**config.mk**
```make
export PLATFORM = sky130hd
export DESIGN_NAME = bitmap_set_engine
export DESIGN_NICKNAME = d
export VERILOG_FILES = /design/src/sv/bse_pkg.sv /design/src/sv/bse_word_unit.sv /design/src/sv/bse_store.sv /design/src/sv/bitmap_set_engine.sv
export SDC_FILE = /design/constraint.sdc
export NUM_CORES = 2
export LEC_CHECK = 0
export BUFFER_PORTS_ARGS = -buffer_cell sky130_fd_sc_hd__buf_2
export CORE_MARGIN = 2
export CORE_UTILIZATION = 30
export DETAILED_ROUTE_END_ITERATION = 12
export PLACE_DENSITY = 0.4
export SLEW_MARGIN = 20
export SYNTH_ARGS = -nofsm -noshare
export SYNTH_HDL_FRONTEND = slang
export SYNTH_SLANG_ARGS = --single-unit
```
**constraint.sdc**
```tcl
create_clock -name clk -period 9.5 [get_ports clk]
set_clock_uncertainty 0.05 [all_clocks]
set_input_delay 1.9 -clock clk [delete_from_list [all_inputs] [get_ports clk]]
set_output_delay 1.9 -clock clk [all_outputs]
set_load 0.01 [all_outputs]
```
**src/sv/bse_pkg.sv**
```systemverilog
// ----------------------------------------------------------------------------
// bse_pkg: shared types and constants of the bitmap set engine
// Word layout, operation codes, channel payloads, store request and the
// constant masks that the word unit uses for its bit scans.
// ----------------------------------------------------------------------------
`default_nettype none

package bse_pkg;

  // Geometry of the set
  localparam int CAPACITY  = 1024;
  localparam int WORD_BITS = 32;
  localparam int NWORDS    = CAPACITY / WORD_BITS;   // must not exceed WORD_BITS
  localparam int BIT_W     = $clog2(WORD_BITS);
  localparam int WIDX_W    = $clog2(NWORDS);
  localparam int PC_W      = BIT_W + 1;

  // Fixed field widths of the channels
  localparam int MODE_W    = 4;
  localparam int ELEM_W    = 10;
  localparam int WSEL_W    = 5;
  localparam int OPND_W    = 32;
  localparam int CNT_W     = 11;

  // Operation codes
  localparam logic [MODE_W-1:0] MODE_INSERT = MODE_W'(0);
  localparam logic [MODE_W-1:0] MODE_REMOVE = MODE_W'(1);
  localparam logic [MODE_W-1:0] MODE_TEST   = MODE_W'(2);
  localparam logic [MODE_W-1:0] MODE_CLEAR  = MODE_W'(3);
  localparam logic [MODE_W-1:0] MODE_LOWEST = MODE_W'(4);
  localparam logic [MODE_W-1:0] MODE_COUNT  = MODE_W'(5);
  localparam logic [MODE_W-1:0] MODE_OR     = MODE_W'(6);
  localparam logic [MODE_W-1:0] MODE_AND    = MODE_W'(7);
  localparam logic [MODE_W-1:0] MODE_XOR    = MODE_W'(8);
  localparam logic [MODE_W-1:0] MODE_ANDN   = MODE_W'(9);
  localparam logic [MODE_W-1:0] MODE_SUBSET = MODE_W'(10);
  localparam logic [MODE_W-1:0] MODE_READ   = MODE_W'(11);

  // Logic function of the word unit
  typedef enum logic [1:0] {
    FN_OR   = 2'd0,
    FN_AND  = 2'd1,
    FN_XOR  = 2'd2,
    FN_ANDN = 2'd3
  } fn_t;

  // Input word
  typedef struct packed {
    logic [MODE_W-1:0] mode;
    logic [ELEM_W-1:0] elem_index;
    logic [WSEL_W-1:0] word_index;
    logic [OPND_W-1:0] operand_word;
  } in_word_t;

  // Result word
  typedef struct packed {
    logic              is_member;
    logic              found;
    logic [ELEM_W-1:0] lowest_member;
    logic [CNT_W-1:0]  member_count;
    logic [OPND_W-1:0] word_out;
  } out_word_t;

  // Request from the sequencer to the bitmap store
  typedef struct packed {
    logic                 rd_en;
    logic                 wr_en;
    logic                 clr;
    logic [WIDX_W-1:0]    addr;
    logic [WORD_BITS-1:0] wdata;
  } store_req_t;

  // Bits whose index has bit lvl clear: pairs the fields of a SWAR popcount
  function automatic logic [WORD_BITS-1:0] alt_mask(input int lvl);
    logic [WORD_BITS-1:0] m;
    m = '0;
    for (int i = 0; i < WORD_BITS; i++) begin
      m[i] = (((i >> lvl) & 1) == 0);
    end
    return m;
  endfunction

  // Lowest 2**lvl bits set
  function automatic logic [WORD_BITS-1:0] low_mask(input int lvl);
    logic [WORD_BITS-1:0] m;
    m = '0;
    for (int i = 0; i < WORD_BITS; i++) begin
      m[i] = (i < (1 << lvl));
    end
    return m;
  endfunction

endpackage

`default_nettype wire

```
**src/sv/bse_word_unit.sv**
```systemverilog
// ----------------------------------------------------------------------------
// bse_word_unit: shared word unit
// One word in, one operand in: logic result, population count and index of
// the lowest set bit. Reused by the find, update and recount steps.
// ----------------------------------------------------------------------------
`default_nettype none

module bse_word_unit
  import bse_pkg::*;
(
  input  wire logic [WORD_BITS-1:0] a,
  input  wire logic [WORD_BITS-1:0] b,
  input  wire fn_t                  fn,
  output logic      [WORD_BITS-1:0] res,
  output logic      [PC_W-1:0]      pop,
  output logic      [BIT_W-1:0]     ctz
);

  logic [WORD_BITS-1:0] pc_v;
  logic [WORD_BITS-1:0] sc_v;

  // Logic function
  always_comb begin
    case (fn)
      FN_OR:   res = a | b;
      FN_AND:  res = a & b;
      FN_XOR:  res = a ^ b;
      FN_ANDN: res = a & ~b;
      default: res = a & b;
    endcase
  end

  // Popcount: log2 levels of pairwise field adds
  always_comb begin
    pc_v = a;
    for (int l = 0; l < BIT_W; l++) begin
      pc_v = (pc_v & alt_mask(l)) + ((pc_v >> (1 << l)) & alt_mask(l));
    end
    pop = pc_v[PC_W-1:0];
  end

  // Lowest set bit: binary search, one index bit per level (all ones for zero)
  always_comb begin
    sc_v = a;
    ctz  = '0;
    for (int l = BIT_W - 1; l >= 0; l--) begin
      if ((sc_v & low_mask(l)) == '0) begin
        ctz[l] = 1'b1;
        sc_v   = sc_v >> (1 << l);
      end
    end
  end

endmodule

`default_nettype wire

```
**src/sv/bse_store.sv**
```systemverilog
// ----------------------------------------------------------------------------
// bse_store: bitmap word store
// Single-port word memory with registered read, a valid bit per word so that
// clear is immediate, and a nonzero flag per word for lowest-member search.
// ----------------------------------------------------------------------------
`default_nettype none

module bse_store
  import bse_pkg::*;
(
  input  wire logic                 clk,
  input  wire logic                 rst,
  input  wire store_req_t           req,
  output logic      [WORD_BITS-1:0] rd_data,
  output logic      [NWORDS-1:0]    nz
);

  logic [WORD_BITS-1:0] mem [NWORDS];
  logic [NWORDS-1:0]    word_valid;
  logic [WORD_BITS-1:0] rd_q;
  logic                 rd_valid;

  // Memory array
  always_ff @(posedge clk) begin
    if (req.wr_en) begin
      mem[req.addr] <= req.wdata;
    end
    if (req.rd_en) begin
      rd_q     <= mem[req.addr];
      rd_valid <= word_valid[req.addr];
    end
  end

  // Valid and nonzero flags
  always_ff @(posedge clk) begin
    if (rst || req.clr) begin
      word_valid <= '0;
      nz         <= '0;
    end else if (req.wr_en) begin
      word_valid[req.addr] <= 1'b1;
      nz[req.addr]         <= |req.wdata;
    end
  end

  // A word never written since clear reads as zero
  assign rd_data = rd_valid ? rd_q : '0;

endmodule

`default_nettype wire

```
**src/sv/bitmap_set_engine.sv**
```systemverilog
// ----------------------------------------------------------------------------
// bitmap_set_engine: bitmap set of the integers 0..1023
// Insert, remove, test, clear, lowest member, count and word-wise set ops.
// ----------------------------------------------------------------------------
// Usage:
//   Input channel (in_valid / in_stall / in_data) takes one operation word;
//   output channel (out_valid / out_stall / out_data) returns one result word
//   for every operation. in_stall is high from acceptance until the result
//   has been loaded into the output register.
//   Steps from acceptance to loading the result:
//     read-modify-write modes (insert, remove, OR, AND, XOR, AND-NOT):
//     read, calculate, recount; test, subset, read word: read, calculate;
//     lowest member: find, read, calculate (find only if the set is empty);
//     clear, count, undefined modes: none.
//   A new word is taken the cycle after the result loads, not earlier, since
//   the single-port store and one word unit go through read, update, recount.
//   Reset empties the set at once (per-word valid bits) and drops any
//   pending result. While the receiver stalls, the result is held and the
//   next operation waits in its final step.
// ----------------------------------------------------------------------------
`default_nettype none

module bitmap_set_engine
  import bse_pkg::*;
(
  input  wire logic      clk,
  input  wire logic      rst,
  input  wire logic      in_valid,
  output logic           in_stall,
  input  wire in_word_t  in_data,
  output logic           out_valid,
  input  wire logic      out_stall,
  output out_word_t      out_data
);

  typedef enum logic [5:0] {
    S_IDLE  = 6'b000001,
    S_FIND  = 6'b000010,
    S_READ  = 6'b000100,
    S_CALC  = 6'b001000,
    S_COUNT = 6'b010000,
    S_DONE  = 6'b100000
  } state_t;

  state_t               state, state_next;
  in_word_t             item;
  logic [WIDX_W-1:0]    waddr;
  logic [CNT_W-1:0]     running_count;
  logic [WORD_BITS-1:0] new_word;
  logic [PC_W-1:0]      pc_old;
  logic                 is_member_q;
  logic                 found_q;
  logic [ELEM_W-1:0]    lowest_q;
  logic [WORD_BITS-1:0] word_q;

  logic                 in_acc;
  logic                 elem_ok;
  logic                 widx_ok;
  logic                 out_free;
  logic                 is_write;
  store_req_t           sreq;
  logic [WORD_BITS-1:0] rd_data;
  logic [NWORDS-1:0]    nz;
  logic [WORD_BITS-1:0] ua, ub, ures;
  fn_t                  ufn;
  logic [PC_W-1:0]      upop;
  logic [BIT_W-1:0]     uctz;

  assign in_stall = (state != S_IDLE);
  assign in_acc   = in_valid && !in_stall;
  assign out_free = !out_valid || !out_stall;
  assign elem_ok  = ({1'b0, in_data.elem_index} < (ELEM_W + 1)'(CAPACITY));
  assign widx_ok  = ({1'b0, in_data.word_index} < (WSEL_W + 1)'(NWORDS));

  always_comb begin
    is_write = 1'b0;
    case (item.mode) inside
      MODE_INSERT, MODE_REMOVE, MODE_OR, MODE_AND, MODE_XOR, MODE_ANDN: is_write = 1'b1;
      default: is_write = 1'b0;
    endcase
  end

  // Word unit operand selection
  always_comb begin
    case (state)
      S_FIND:  ua = WORD_BITS'(nz);
      S_COUNT: ua = new_word;
      default: ua = rd_data;
    endcase
    case (item.mode) inside
      MODE_INSERT, MODE_REMOVE, MODE_TEST:
        ub = WORD_BITS'(1) << item.elem_index[BIT_W-1:0];
      default:
        ub = WORD_BITS'(item.operand_word);
    endcase
    case (item.mode) inside
      MODE_INSERT, MODE_OR:  ufn = FN_OR;
      MODE_REMOVE, MODE_ANDN: ufn = FN_ANDN;
      MODE_XOR:               ufn = FN_XOR;
      default:                ufn = FN_AND;
    endcase
  end

  bse_word_unit u_unit (
    .a   (ua),
    .b   (ub),
    .fn  (ufn),
    .res (ures),
    .pop (upop),
    .ctz (uctz)
  );

  // Store requests
  always_comb begin
    sreq.rd_en = (state == S_READ);
    sreq.wr_en = (state == S_CALC) && is_write;
    sreq.clr   = in_acc && (in_data.mode == MODE_CLEAR);
    sreq.addr  = waddr;
    sreq.wdata = ures;
  end

  bse_store u_store (
    .clk     (clk),
    .rst     (rst),
    .req     (sreq),
    .rd_data (rd_data),
    .nz      (nz)
  );

  // Sequencer
  always_comb begin
    state_next = state;
    case (state)
      S_IDLE: begin
        if (in_acc) begin
          case (in_data.mode) inside
            MODE_INSERT, MODE_REMOVE, MODE_TEST:
              state_next = elem_ok ? S_READ : S_DONE;
            MODE_LOWEST:
              state_next = S_FIND;
            [MODE_OR:MODE_READ]:
              state_next = widx_ok ? S_READ : S_DONE;
            default:
              state_next = S_DONE;
          endcase
        end
      end
      S_FIND:  state_next = (nz == '0) ? S_DONE : S_READ;
      S_READ:  state_next = S_CALC;
      S_CALC:  state_next = is_write ? S_COUNT : S_DONE;
      S_COUNT: state_next = S_DONE;
      S_DONE:  state_next = out_free ? S_IDLE : S_DONE;
      default: state_next = S_IDLE;
    endcase
  end

  always_ff @(posedge clk) begin
    if (rst) begin
      state <= S_IDLE;
    end else begin
      state <= state_next;
    end
  end

  // Running member count
  always_ff @(posedge clk) begin
    if (rst) begin
      running_count <= '0;
    end else if (sreq.clr) begin
      running_count <= '0;
    end else if (state == S_COUNT) begin
      running_count <= running_count - CNT_W'(pc_old) + CNT_W'(upop);
    end
  end

  // Item and result registers
  always_ff @(posedge clk) begin
    case (state)
      S_IDLE: begin
        if (in_acc) begin
          item        <= in_data;
          is_member_q <= 1'b0;
          found_q     <= 1'b0;
          lowest_q    <= '0;
          word_q      <= '0;
          if (in_data.mode == MODE_INSERT || in_data.mode == MODE_REMOVE ||
              in_data.mode == MODE_TEST) begin
            waddr <= WIDX_W'(in_data.elem_index >> BIT_W);
          end else begin
            waddr <= WIDX_W'(in_data.word_index);
          end
        end
      end
      S_FIND: begin
        if (nz != '0) begin
          waddr   <= WIDX_W'(uctz);
          found_q <= 1'b1;
        end
      end
      S_CALC: begin
        new_word <= ures;
        pc_old   <= upop;
        case (item.mode) inside
          MODE_TEST: begin
            is_member_q <= (ures != '0);
            word_q      <= rd_data;
          end
          MODE_SUBSET: begin
            is_member_q <= (ures == ub);
            word_q      <= rd_data;
          end
          MODE_LOWEST: begin
            lowest_q <= ELEM_W'({waddr, uctz});
            word_q   <= rd_data;
          end
          MODE_READ: word_q <= rd_data;
          default:   word_q <= ures;
        endcase
      end
      default: ;
    endcase
  end

  // Output register
  always_ff @(posedge clk) begin
    if (rst) begin
      out_valid <= 1'b0;
    end else if (state == S_DONE && out_free) begin
      out_valid <= 1'b1;
    end else if (!out_stall) begin
      out_valid <= 1'b0;
    end
  end

  always_ff @(posedge clk) begin
    if (state == S_DONE && out_free) begin
      out_data.is_member     <= is_member_q;
      out_data.found         <= found_q;
      out_data.lowest_member <= lowest_q;
      out_data.member_count  <= running_count;
      out_data.word_out      <= OPND_W'(word_q);
    end
  end

endmodule

`default_nettype wire

```
==> impl_metrics.prom <==
# TYPE chip_impl_metric gauge
chip_impl_info{name="status",value="finished clean"} 1
chip_impl_metric{name="yosysTopAreaCellShare",unit="%"} 69.1
chip_impl_metric{name="async_reset_ff_share",unit="%"} 0
chip_impl_metric{name="drv_slew",unit=""} 0
chip_impl_info{name="min_path_type",value="register to register"} 1
chip_impl_metric{name="worst_skew_pair.late_latency",unit="ns"} 0.80
chip_impl_metric{name="floorplan.core_area",unit="mm^2"} 0.178
chip_impl_metric{name="power_per_cell_area",unit="mW/mm^2"} 214
chip_impl_info{name="synth_most_common_cell",value="sky130_fd_sc_hd__edfxtp_1"} 1
chip_impl_metric{name="p_sw_share",unit="%"} 23.8
chip_impl_info{name="crit_path_start_kind",value="register"} 1
chip_impl_metric{name="cp_data_arrival_time",unit="ns"} 9.23
chip_impl_metric{name="ant_nets",unit=""} 0
chip_impl_metric{name="min_period_over_period",unit="%"} 90.0
chip_impl_metric{name="synth_seq_cells",unit=""} 1322
chip_impl_metric{name="netlist_instances",unit=""} 3012
chip_impl_metric{name="power.clock.fraction",unit="%"} 41.9
chip_impl_metric{name="share_of_power_burned_in_combinational_logic",unit="%"} 9.5
chip_impl_metric{name="grt_max_degree",unit=""} 128
chip_impl_info{name="leading_cell_types_by_count_after_synthesis",value="1,240 x sky130_fd_sc_hd__edfxtp_1, 264 x sky130_fd_sc_hd__mux4_2, 205 x sky130_fd_sc_hd__nor2_1"} 1
chip_impl_metric{name="worstPathMaxFanout",unit=""} 19
chip_impl_metric{name="ctsResizeCount",unit=""} 0
chip_impl_info{name="crit_path_end_kind",value="register"} 1
chip_impl_metric{name="maxCapViolCount",unit=""} 0
chip_impl_metric{name="seq_power_share",unit="%"} 48.6
chip_impl_metric{name="ff2ff_path_depth",unit=""} 27
chip_impl_info{name="critPathKind",value="register to register"} 1
chip_impl_metric{name="fin_area",unit="mm^2"} 0.0631
chip_impl_metric{name="leakage",unit="nW"} 20.5
chip_impl_metric{name="drive_gt1_share",unit="%"} 24.2
chip_impl_metric{name="grt_first_pass_wirelength",unit="um"} 248000
chip_impl_metric{name="crit_required",unit="ns"} 10.18
chip_impl_metric{name="cts_inserted_buffers",unit=""} 147
chip_impl_metric{name="initial_core_util",unit="%"} 30.2
chip_impl_info{name="clock_tree.root_cell",value="sky130_fd_sc_hd__clkbuf_16"} 1
chip_impl_metric{name="ioPinCount",unit=""} 112
chip_impl_metric{name="fmax",unit="GHz"} 0.117
chip_impl_metric{name="synthesis.area",unit="mm^2"} 0.0539
chip_impl_metric{name="hold_viol_final",unit=""} 0
chip_impl_metric{name="dieHeight",unit="um"} 428
chip_impl_metric{name="vias",unit=""} 30200
chip_impl_metric{name="htree_levels",unit=""} 4
chip_impl_metric{name="nets",unit=""} 3397
chip_impl_metric{name="hpwl",unit="um"} 103000
chip_impl_metric{name="post_synth.cell_area_avg",unit="um^2"} 17.9
chip_impl_metric{name="drt_iter0_drc",unit=""} 2951
chip_impl_metric{name="synth_enable_flop_cells",unit=""} 1240
chip_impl_metric{name="synthesis.nets",unit=""} 3179
chip_impl_metric{name="placement.io_buffers",unit=""} 111
chip_impl_metric{name="rows",unit=""} 155
chip_impl_metric{name="drt_first_pass_iters",unit=""} 8
chip_impl_metric{name="slew_headroom",unit="%"} 30.4
chip_impl_metric{name="post-cts-setup-buffers",unit=""} 0
chip_impl_info{name="tritoncts_clock_tree",value="built"} 1
chip_impl_metric{name="post_layout_total_power",unit="mW"} 13.5
chip_impl_metric{name="number_of_drc_violations_after_detailed_routing",unit=""} 0
chip_impl_metric{name="grt_antenna_before_repair",unit=""} 13
chip_impl_metric{name="yosysUniqueCellTypes",unit=""} 78
chip_impl_metric{name="via_per_inst",unit=""} 5.30
chip_impl_info{name="synth_top_flop_cell",value="sky130_fd_sc_hd__edfxtp_1"} 1
chip_impl_metric{name="power_switching",unit="mW"} 3.22
chip_impl_metric{name="ir_worst_vdd",unit="uV"} 163
chip_impl_metric{name="design.die.area",unit="mm^2"} 0.183
chip_impl_metric{name="cts.reportedPaths.clkPinSlew",unit="ns"} 0.06
chip_impl_metric{name="postRouteWirelength",unit="um"} 180000
chip_impl_metric{name="floorplan.die.width",unit="um"} 428
chip_impl_metric{name="global_route.overflow_total",unit=""} 0
chip_impl_metric{name="seq_area_frac_synth",unit="%"} 72.2
chip_impl_metric{name="dpl-instance-area",unit="mm^2"} 0.0583
chip_impl_metric{name="timing.setup.tns",unit="ns"} 0
chip_impl_metric{name="min_path_cells",unit=""} 0
chip_impl_metric{name="routabilityCongestion",unit=""} 0.845
chip_impl_metric{name="layout-area-overhead-vs-synth",unit="%"} 17.2
chip_impl_metric{name="finalWorstPathRequiredPeriod",unit="ns"} 8.55
chip_impl_info{name="synth_top_area_cell",value="sky130_fd_sc_hd__edfxtp_1"} 1
chip_impl_metric{name="worst_slew_pin_slew",unit="ns"} 1.04
chip_impl_metric{name="power_report.internal_total",unit="mW"} 10.3
chip_impl_metric{name="hold_buffers",unit=""} 0
chip_impl_metric{name="finalSetupViolCount",unit=""} 0
chip_impl_metric{name="via_count_of_the_first_global_routing_pass",unit=""} 30600
chip_impl_info{name="grt_setup_unrepaired",value="false"} 1
chip_impl_metric{name="cts_buffer_depth",unit=""} 3
chip_impl_metric{name="routedWlPerCell",unit="um"} 31.6
chip_impl_metric{name="finish.utilization",unit="%"} 35.4
chip_impl_info{name="synth_area_leaders",value="sky130_fd_sc_hd__edfxtp_1 69%, sky130_fd_sc_hd__mux4_2 11%, sky130_fd_sc_hd__dfxtp_1 3.0%"} 1
chip_impl_metric{name="gr-usage-all-layers",unit="%"} 19.6
chip_impl_metric{name="total_clock_sinks",unit=""} 1322
chip_impl_metric{name="number_of_warnings_issued_by_yosys",unit=""} 0
[layer usage]
metal / share of wire, % / vias to the layer above / GRT usage (%)
met2: 49 / 950 / 32.8
li1: - / 12600 / -
met4: 2.2 / 2 / 4.91
met1: 44 / 16400 / 26.8
met3: 5.0 / 225 / 3.09
met5: 0.0067 / - / 0
[path summary, 6_finish.rpt]
| check | from | endpoint | slack (ns) |
|---|---|---|---|
| worst max register to register | state[3] | running_count[10] | 0.95 |
| worst max-delay path | state[3] | running_count[10] | 0.95 |
| worst min register to register | is_member_q | out_data[54] | 0.37 |
| worst min-delay path | is_member_q | out_data[54] | 0.37 |
[final cells by class]
| cell class | instances | area, um^2 |
|---|---|---|
| multi-input combinational | 1441 | 14700 |
| inverter | 84 | 315 |
| timing repair buffer | 234 | 1540 |
| clock inverter | 71 | 798 |
| sequential | 1322 | 38900 |
| fill | 16800 | 115000 |
| tap | 2355 | 2950 |
| antenna | 6 | 15.0 |
| clock buffer | 193 | 3990 |
[logic make-up after synthesis]
| family | after synthesis | synth area share, % |
|---|---|---|
| mux | 273 | 11.2 |
| buf+inv | 249 | 1.82 |
| flops | 1322 | 72.2 |
| fa+ha+maj | 112 | 2.89 |
| xor+xnor | 81 | 1.32 |
| compound gates | 464 | 6.02 |
| simple gates | 511 | 4.55 |
[cell usage in the layout (no fill, tap or decap), drive strengths merged, types with 24 or more instances in the layout]
cell type,count
edfxtp,1240
mux4,264
buf,234
nor2,205
clkbuf,193
a22oi,155
nand2,111
a21oi,108
ha,91
inv,88
dfxtp,82
xnor2,58
clkinv,50
nand4,46
o21ai,38
a211oi,37
nand3,32
nor4,26
and2,24
[worst max-delay path: stages (launching register included)]
cell and delay (ns):
sky130_fd_sc_hd__dfxtp_1 0.41, sky130_fd_sc_hd__nor4_1 0.60, sky130_fd_sc_hd__nand2_1 0.44, sky130_fd_sc_hd__inv_2 0.42
sky130_fd_sc_hd__buf_4 0.32, sky130_fd_sc_hd__a222oi_1 0.13, sky130_fd_sc_hd__buf_4 0.24, sky130_fd_sc_hd__inv_1 0.06
sky130_fd_sc_hd__ha_1 0.22, sky130_fd_sc_hd__ha_1 0.22, sky130_fd_sc_hd__fa_1 0.60, sky130_fd_sc_hd__fa_1 0.49
sky130_fd_sc_hd__fa_1 0.57, sky130_fd_sc_hd__inv_1 0.07, sky130_fd_sc_hd__fa_1 0.43, sky130_fd_sc_hd__xnor2_1 0.24
sky130_fd_sc_hd__fa_1 0.46, sky130_fd_sc_hd__ha_1 0.34, sky130_fd_sc_hd__nor2b_1 0.14, sky130_fd_sc_hd__o21ai_0 0.20
sky130_fd_sc_hd__a21boi_0 0.15, sky130_fd_sc_hd__o21ai_0 0.25, sky130_fd_sc_hd__a21boi_0 0.15, sky130_fd_sc_hd__o21ai_0 0.25
sky130_fd_sc_hd__a21oi_1 0.12, sky130_fd_sc_hd__or4_1 0.50, sky130_fd_sc_hd__a211o_1 0.31, sky130_fd_sc_hd__nand2_1 0.07
[flip-flops by register name (all words and copies together) (netlist names)]
register / flops
running_count: 11
item: 41
new_word: 32
u_store.mem: 1024
word_q: 32
is_member_q: 1
u_store.nz: 32
found_q: 1
out_valid: 1
lowest_q: 10
waddr: 5
state: 6
u_store.rd_q: 32
pc_old: 6
u_store.word_valid: 32
out_data: 55
u_store.rd_valid: 1
[metrics by stage]
| stage | worst slack [ns] | hold WS, ns | cells |
|---|---|---|---|
| 6_report | 0.953 | 0.367 | 5706 |
| 5_1_grt | 0.575 | 0.375 | 5701 |
| 4_1_cts | 1.04 | 0.370 | 5700 |
| 3_5_place_dp | 1.09 | 0.355 | 5436 |
| 3_3_place_gp | 1.26 | 0.352 | 5435 |
| 2_1_floorplan | 2.26 | 0.350 | 3012 |
[power groups by stage]
stage	logic (mW)	registers [mW]	clock network, mW
floorplan	0.777	6.68	0
global placement	1.28	6.70	0
detailed placement	1.30	6.70	0
CTS	1.31	6.57	5.83
global route	1.39	6.57	6.03
finish	1.29	6.57	5.68
Power figures use the tool's default switching activity.
